`config.mk`:
```
export PLATFORM = sky130hd
export DESIGN_NAME = reu_ctrl
export DESIGN_NICKNAME = d
export VERILOG_FILES = /design/src/reu_pkg.sv /design/src/reu_ctrl.sv
export VERILOG_INCLUDE_DIRS = /design/src /design/src/src
export SDC_FILE = /design/constraint.sdc
export NUM_CORES = 1
export LEC_CHECK = 0
export ABC_AREA = 0
export BUFFER_PORTS_ARGS = -buffer_cell sky130_fd_sc_hd__buf_4
export CAP_MARGIN = 10
export CORE_AREA = 2 2 39 41
export CTS_BUF_LIST = sky130_fd_sc_hd__clkbuf_16
export DETAILED_ROUTE_END_ITERATION = 6
export DIE_AREA = 0 0 41 43
export SYNTH_ARGS = -nofsm -noshare
export SYNTH_HDL_FRONTEND = slang
export SYNTH_SLANG_ARGS = --single-unit
```
`constraint.sdc`:
```
create_clock -name clk -period 1.4 [get_ports clk]
set_clock_uncertainty 0.05 [all_clocks]
set_input_delay 0.14 -clock clk [delete_from_list [all_inputs] [get_ports clk]]
set_output_delay 0.14 -clock clk [all_outputs]
set_load 0.02 [all_outputs]
```
`src/risc_execute_unit_assert.svh`:
```
// Assertion macros used by the execute unit controller.
`ifndef RISC_EXECUTE_UNIT_ASSERT_SVH
`define RISC_EXECUTE_UNIT_ASSERT_SVH

// Property that must hold at every clock edge outside reset.
`define REU_ASSERT(label, prop, msg) \
    label: assert property (@(posedge clk) disable iff (!rst_n) (prop)) else $error(msg);

// Implication checked at the clock edge after the trigger.
`define REU_ASSERT_NEXT(label, trig, prop, msg) \
    label: assert property (@(posedge clk) disable iff (!rst_n) (trig) |=> (prop)) \
        else $error(msg);

`endif

```
`src/reu_pkg.sv`:
```
//------------------------------------------------------------------------------
// reu_pkg
// Shared types and constants of the execute unit.
//------------------------------------------------------------------------------
`timescale 1ns / 1ps

package reu_pkg;

    localparam int NUM_REGS  = 32;
    localparam int MEM_WORDS = 1024;
    localparam int RIDX_W    = $clog2(NUM_REGS);
    localparam int MADDR_W   = $clog2(MEM_WORDS);

    localparam logic [1:0] ACT_EXEC = 2'd0;
    localparam logic [1:0] ACT_PREG = 2'd1;
    localparam logic [1:0] ACT_PMEM = 2'd2;

    localparam logic [4:0] OP_NOP   = 5'd0;
    localparam logic [4:0] OP_MOV   = 5'd1;
    localparam logic [4:0] OP_ADD   = 5'd2;
    localparam logic [4:0] OP_SUB   = 5'd3;
    localparam logic [4:0] OP_MUL   = 5'd4;
    localparam logic [4:0] OP_DIV   = 5'd5;
    localparam logic [4:0] OP_CMP   = 5'd6;
    localparam logic [4:0] OP_LD    = 5'd7;
    localparam logic [4:0] OP_ST    = 5'd8;
    localparam logic [4:0] OP_LDR   = 5'd9;
    localparam logic [4:0] OP_STR   = 5'd10;
    localparam logic [4:0] OP_LDC   = 5'd11;
    localparam logic [4:0] OP_B     = 5'd12;
    localparam logic [4:0] OP_BZ    = 5'd13;
    localparam logic [4:0] OP_BNZ   = 5'd14;
    localparam logic [4:0] OP_BLTZ  = 5'd15;
    localparam logic [4:0] OP_BLEZ  = 5'd16;
    localparam logic [4:0] OP_BGTZ  = 5'd17;
    localparam logic [4:0] OP_BGEZ  = 5'd18;
    localparam logic [4:0] OP_PRNT  = 5'd19;
    localparam logic [4:0] OP_HLT   = 5'd20;

    localparam logic [1:0] PRED_TAKEN     = 2'd1;
    localparam logic [1:0] PRED_NOT_TAKEN = 2'd2;

    // Controller to datapath commands.
    typedef struct packed {
        logic capture;    // latch input transaction, start register reads
        logic clr_step;   // write one cleared memory row
        logic execute;    // compute, write back, start memory access
        logic div_start;
        logic finish;     // load output register
        logic out_take;   // output transaction completed
    } reu_cmd_t;

    // Datapath to controller status.
    typedef struct packed {
        logic clr_done;
        logic is_div;
        logic is_load;
        logic div_done;
    } reu_status_t;

endpackage

```
`src/reu_ctrl.sv`:
```
//------------------------------------------------------------------------------
// reu_ctrl
// Sequencer of the execute unit: clear, capture, divide wait, execute, deliver.
//------------------------------------------------------------------------------
`timescale 1ns / 1ps
`include "risc_execute_unit_assert.svh"

module reu_ctrl
    import reu_pkg::*;
(
    input  logic        clk,
    input  logic        rst_n,
    input  logic        in_valid,
    output logic        in_ready,
    output logic        out_valid,
    input  logic        out_ready,
    input  reu_status_t status,
    output reu_cmd_t    cmd
);

    typedef enum logic [2:0] {
        ST_CLEAR,
        ST_IDLE,
        ST_MUL,
        ST_DIV,
        ST_EXEC,
        ST_LOAD,
        ST_OUT
    } state_t;

    state_t state_reg, state_next;
    logic   out_valid_reg;

    assign in_ready = (state_reg == ST_IDLE);

    always_comb
    begin
        cmd        = '0;
        state_next = state_reg;
        case (state_reg)
            ST_CLEAR:
            begin
                cmd.clr_step = 1'b1;
                if (status.clr_done)
                    state_next = ST_IDLE;
            end
            ST_IDLE:
            begin
                if (in_valid)
                begin
                    cmd.capture = 1'b1;
                    state_next  = ST_MUL;
                end
            end
            ST_MUL:
            begin
                if (status.is_div)
                begin
                    cmd.div_start = 1'b1;
                    state_next    = ST_DIV;
                end
                else
                    state_next = ST_EXEC;
            end
            ST_DIV:
            begin
                if (status.div_done)
                    state_next = ST_EXEC;
            end
            ST_EXEC:
            begin
                cmd.execute = 1'b1;
                cmd.finish  = 1'b1;
                state_next  = status.is_load ? ST_LOAD : ST_OUT;
            end
            ST_LOAD:
            begin
                state_next = ST_OUT;
            end
            ST_OUT:
            begin
                if (out_ready)
                begin
                    cmd.out_take = 1'b1;
                    state_next   = ST_IDLE;
                end
            end
            default: state_next = ST_IDLE;
        endcase
    end

    always_ff @(posedge clk or negedge rst_n)
    begin
        if (!rst_n)
        begin
            state_reg     <= ST_CLEAR;
            out_valid_reg <= 1'b0;
        end
        else
        begin
            state_reg     <= state_next;
            out_valid_reg <= (state_next == ST_OUT);
        end
    end

    assign out_valid = out_valid_reg;

    `REU_ASSERT(a_one_side, !(in_ready && out_valid), "input open while result pending")
    `REU_ASSERT_NEXT(a_cap_busy, cmd.capture, !in_ready, "capture did not close input")
    `REU_ASSERT_NEXT(a_take_idle, cmd.out_take, in_ready, "no return to idle after output")
    `REU_ASSERT(a_clr_quiet, !(state_reg == ST_CLEAR && (in_ready || out_valid)),
        "handshake during memory clear")

endmodule

```
==> impl_results.md, run 1 <==
* Syn Inst Count at 37
* Slew Limit Headroom at between 80% and 90%
* Final #Nets at between 60 and 70
* First-pass GRT wire length at approximately 1200 um
* Final Slew Violations at 0
* DRT iter0 DRCs at 2
* Reported net switching power at about 0.58 mW
* Htree depth at 1
* Asr flop ratio synth at 100.0%
* Clock root buffer: clkbuf_16
* Cell area after layout at around 590 sq um
* Clock slew seen by the registers of the worst setup and hold paths at approximately 30 ps
* IO Port Bufs at 15
* Post-Synth Adder-Cell Area at 0%
* Clk buf depth at 2
* Max Cap Viol at 0
* Max FFs per register at 3
* Synth Area in Compound Gates at between 20% and 30%
* Slowest stage cell, crit path: dfrtp_2
* Clock net sink count at 4
* Critical-path cell list: nand3b_1 > nor2_1 > buf_4
* Layout cells sized above 1 at between 50 and 60%
* Mapped cell area at between 300 and 400 sq um
* Sw Share at between 30% and 40%
* Area leader, netlist: dfrtp_1
* Clk Latency, worst-skew pair at 220 ps
* 1st-pass router iterations at 2
* Routability cong. at ~0.75
* Chip Height at between 40 and 50 um
* Finish-stage setup viols at 0
* Average wire per standard cell at 11.73 um
* Number of primary I/O pins at 16
* Static Leak at roughly 0.27 nW
* Synthesized area per cell at 8.927 sq um
* CORE AREA at 0.001384 sq mm
* Fillers at 140
* Post-DP HPWL at around 550 um
* Antenna violations before repair at 0
* Syn Nets at 45
* Number of global-route vias before repair at 299
* Via count at roughly 350
* Critical Path AT at approximately 1200 ps
* Hold Fails Final Rpt at 0
* Proportion of synthesized area in mux cells at between 3 and 4%
* Final wirelength at roughly 870 um
* Post-Synth Simple-Gate Area at roughly 30%
* Clock power share at around 29%
* TritonCTS clock tree: built
* Die W at between 40 and 50 um
* Post-synth cell types at 22
* Worst setup EP type: output pin
* Synthesis-to-layout area growth at 77.27%
* Crit Path Class: flip-flop to output pin
* Pin count of the biggest net entering global routing at 13
* Total grt overflow at 0
* Worst Tran Pin Value at 269.8 ps
* Hold crit path type: input pin to flip-flop
* Comb pwr share at between 50 and 60%
* FMAX at 0.7283 GHz
* ANT nets after route at 0
* Starting Density at a little under a quarter
* Yosys warning count at 0
* Sequential share of power at between 10% and 20%
* Top post-synthesis cells by area: dfrtp_1 (30%), buf_6 (10%), nand2b_1 (5.7%), o21a_1 (4.5%), o221ai_2 (4.5%)
* XOR/XNOR share of the synthesized area at 0%
* Final worst-path cycle share at a little over nine tenths
* DRC Markers at 0
* Status: complete, no violations
* # rows at 14
* Final min period at roughly 1400 ps
* Largest stage delay, worst path at roughly 470 ps
* GR Util All Layers at between 10 and 15%
* Max FO, Critical Path at 8
* Primary FF master, synth: dfrtp_1
* Post-synth EDFFs at 0
* WP data required at between 1000 and 1500 ps
* Register area share after synthesis at about 30%
* Main combinational cell family by area after synthesis: simple AND/OR/NAND/NOR gates
* Final Util at a little over two fifths
* N_diodes at 0
* Final Worst Setup Slack at around 27 ps
* PD cells at ~2600 mW/mm^2
* TritonCTS Buffers at 3
* Crit path launch type: flip-flop
* DR vias/cell at ~4.7
* DP Area at between 400 and 500 sq um
* Place WS at about 160 ps
* P_int at 0.9695 mW
* DIE AREA at 0.001763 sq mm
* Post-synth top area share at a little under a third
* Yosys reg bits at 4
* Worst vdd ir at just over 1000 uV
-- per-stage QoR --
stage | setup TNS, ps | hold WS (ps) | power (mW) | instances
after global routing | -28.05 | 195.3 | 1.643 | 74
final | 0 | 165.4 | 1.545 | 74
after floorplan | 0 | -205.6 | 0.7819 | 37
after global placement | 0 | -110.4 | 0.9020 | 65
after CTS | 0 | 163.8 | 1.388 | 70
after detailed placement | 0 | -110.9 | 0.9014 | 65
-- critical path: cells and delay by family (launching register included) --
family	cells	cell delay, ps
buffers and inverters	1	150
DFF	1	470
and+or+nand+nor	2	350
-- final timing paths --
| path | slack [ps] | cells after the start | endpoint | startpoint |
|---|---|---|---|---|
| worst max-delay path | 30 | 3 | cmd[2] | state_reg[0] |
| worst min-delay path | 170 | 3 | state_reg[2] | status[0] |
| worst max register to register | 160 | 3 | state_reg[1] | state_reg[0] |
| worst min register to register | 630 | 2 | state_reg[1] | state_reg[0] |
| max in group asynchronous | 960 | 2 | state_reg[0] | rst_n |
| min in group asynchronous | 230 | 2 | state_reg[1] | rst_n |
-- cells in the final DEF, fill, tap and decap left out --
master and instances:
clkbuf_16 3, inv_2 1, dfrtp_1 1, buf_6 1, mux2i_1 1, o21a_1 2, buf_4 20, a22oi_1 1
nor3_4 1, nor2b_1 2, nand3_1 2, nand2b_1 2, nand4_1 1, nor3_1 1, o21ai_0 2, dfrtp_2 3
nor2_4 1, o221ai_1 1, o31ai_1 1, nor2_1 2, inv_1 1, o221ai_2 1, nand3b_1 1, and2_1 2
o22a_1 1, dlygate4sd3_1 1, and4b_1 1, nand2b_4 1
-- layer usage --
layer / GRT usage [%] / share of wire, %
met5: 0 / 0
met4: 4.000 / 0
met3: 9.424 / 6.5
met2: 13.44 / 51
met1: 12.86 / 42
-- cell usage after synthesis, types with 2 or more instances --
cell      n
nor2_1    3
o21ai_0   2
nand3_1   2
dfrtp_1   4
nor3_1    2
nor2b_1   2
nand2b_1  3
buf_6     3
and2_1    2
o21a_1    2
-- cell type report --
cell class | instances | area [sq um] | area share (%)
timing repair buffer | 22 | 171.4 | 29.27
sequential | 4 | 103.9 | 17.74
multi-input combinational | 27 | 207.7 | 35.47
clock buffer | 3 | 75.07 | 12.82
inverter | 2 | 7.507 | 1.282
tap | 16 | 20.02 | 3.419
-- repair_timing --
item | CTS | global route
hold buffers | 1 | 0
gates resized for setup | 3 | 5
setup endpoints to repair | 6 | 4
endpoints found under the hold margin | 4 | 0
setup buffers | 1 | 4
pin swaps | 0 | 1
-- kinds of logic (layout without fill, tap and decap cells) --
group | Yosys count | after routing
AND/OR/NAND/NOR | 17 | 17
AO/OA/AOI/OAI | 9 | 9
buffers and inverters | 6 | 27
flip-flops | 4 | 4
multiplexers | 1 | 1
-- power by group through the flow --
stage	registers (mW)	clock network, mW	logic, mW
after global routing	0.302	0.462	0.879
after floorplan	0.237	0	0.545
after detailed placement	0.304	0	0.597
after global placement	0.304	0	0.598
after CTS	0.297	0.449	0.642
final	0.293	0.441	0.811
Note: power is estimated with default switching activity, not from simulation.
==> inputs of run 2 (changes only) <==
Clock period 1.4 ns to 1.11 ns, I/O delays scaled along.
==> run 2 against run 1 <==
Net effect:
- the run now ends with setup timing left
- sequential share of layout area is 3.0 points lower
- total power is 52% higher
- first-iteration DRC count is 50% higher
- global-route usage is 3.3 points higher
- register-to-register slack worse by 270 ps
- critical path depth is 1 higher
- setup slack worse by 230 ps
- critical endpoint is now cmd[5]
- cell count is 9.5% higher
==> impl_results.md, run 2 (synthesized netlist as in run 1, its figures left out) <==
* Pin count of the biggest net entering global routing at 8
* TritonCTS clock tree: built
* Average wire per standard cell at 12.37 um
* Failing checks: setup timing
* CP top delay family: flip-flops
* Status: finished with violations
* Most frequent cells in the layout: buf_4 (16), buf_6 (12), clkbuf_16 (3), dfrtp_2 (3)
* Crit path launch type: flip-flop
* Final Util at approximately half
* Crit Path Class: flip-flop to output pin
* DRC Markers at 0
* Synthesis-to-layout area growth at 114.0%
* Final Slew Violations at 0
* Number of primary I/O pins at 16
* Unrepaired setup endpoints after global routing: true
* GR Util All Layers at between 10 and 15%
* Routability cong. at about 0.74
* ANT nets after route at 0
* Antenna violations before repair at 0
* PD cells at approximately 3300 mW/mm^2
* Worst vdd ir at about 1500 uV
* N_diodes at 0
* Worst hold slack at about 160 ps
* FF+latch area at 103.9 sq um
* Chip Height at around 43 um
* Worst setup EP type: output pin
* Hold Fails Final Rpt at 0
* Hold crit path type: input pin to flip-flop
* Final wirelength at roughly 1000 um
* Cell count after placement at 70
* Slowest stage cell, crit path: dfrtp_2
* Final worst-path cycle share at 118.2%
* Number of global-route vias before repair at ~400
* TritonCTS Buffers at 3
* First-pass GRT wire length at between 1500 and 2000 um
* DRT iter0 DRCs at 3
* Worst Tran Pin Value at between 200 and 250 ps
* Final min period at ~1300 ps
* Multi-input gate area at 235.2 sq um
* Htree depth at 1
* Clk Latency, worst-skew pair at 220 ps
* Non-filler cells in the finished layout at 81
* CORE AREA at approximately 0.0014 sq mm
* WP data required at between 900 and 1000 ps
* Fillers at 132
* Via count at between 300 and 400
* Critical-path cell list: nand2b_4 > nor2_4 > and2_4 > buf_6
* Critical Path AT at between 1000 and 1500 ps
* Static Leak at around 0.33 nW
* Total grt overflow at 0
* Final #Nets at 75
* Clock slew seen by the registers of the worst setup and hold paths at ~30 ps
* Layout cells sized above 1 at between 60% and 70%
* DIE AREA at about 0.0018 sq mm
* Die W at just over 40 um
* Max Cap Viol at 0
* WP buf/inv at 1
* # rows at 14
* Finish-stage setup viols at 10
* Clock root buffer: clkbuf_16
* Starting Density at a little under a quarter
* 1st-pass router iterations at 4
* Tot Pwr at between 2 and 2.5 mW
* Leading cell type in the layout, fill and taps excluded: buf_4
* Clk buf depth at 2
* Largest stage delay, worst path at roughly 440 ps
* Post-DP HPWL at ~640 um
* IO Port Bufs at 15
* Clock net sink count at 4
* Max FFs per register at 3
* DR vias/cell at about 4.7
* Max FO, Critical Path at 6
* Final Worst Setup Slack at -202.5 ps
* Slew Limit Headroom at between 80% and 90%
* FMAX at about 0.76 GHz
run 2: changes by cell type in the layout (fill, tap and decap cells not counted), sizes merged:
cell / previous run / this run
buf: 21 / 28
run 2: repair_timing:
action | 4_1_cts | 5_1_grt
setup buffers | 7 | 0
pin swaps | 8 | 1
endpoints found under the setup margin | 10 | 11
endpoints found under the hold margin | 4 | 0
hold buffers | 1 | 0
resized for setup | 16 | 5
run 2: path summary, 6_finish.rpt:
kind	from	end	slack [ps]	cells past startpoint
max	state_reg[1]	cmd[5]	-200	4
min	out_ready	out_valid	160	4
max reg2reg	state_reg[0]	state_reg[1]	-110	4
min reg2reg	state_reg[1]	out_valid	580	2
max in group asynchronous	rst_n	state_reg[0]	720	2
min in group asynchronous	rst_n	out_valid	180	2
run 2: through the flow:
stage | worst slack (ps) | cell area, sq um | TNS, ps
final | -202.5 | 706.9 | -1509
after global routing | -249.0 | 706.9 | -1966
after CTS | -193.4 | 691.9 | -1486
after detailed placement | -52.61 | 493.0 | -112.1
after global placement | -58.89 | 493.0 | -109.0
after floorplan | -71.93 | 356.6 | -89.93
run 2: power breakdown:
group	leakage (nW)	internal (mW)	switching, mW
Clock	0.0370	0.460	0.102
Combinational	0.244	0.821	0.600
Sequential	0.0459	0.235	0.127
Total	0.327	1.52	0.828
run 2: area by class of cell:
| cell class | instances | area share, % |
|---|---|---|
| Timing Repair Buffer | 29 | 37.52 |
| Inverter | 2 | 1.062 |
| Tap cell | 16 | 2.832 |
| Multi-Input combinational cell | 27 | 33.27 |
| Clock buffer | 3 | 10.62 |
| Sequential cell | 4 | 14.69 |
run 2: per-layer routing:
| layer | vias up | GRT usage (%) | share of wire, % |
|---|---|---|---|
| met5 | - | 0 | 0 |
| met2 | 14 | 22.19 | 52 |
| met4 | 0 | 12.00 | 3.6 |
| li1 | 187 | - | - |
| met3 | 5 | 1.571 | 3.9 |
| met1 | 175 | 15.31 | 40 |
run 2: worst reg2reg max path, cell delays in order, from the launching register on:
cell and delay (ps):
dfrtp_2 460, nand3b_1 200, buf_4 150, and2_4 140, a22oi_1 140
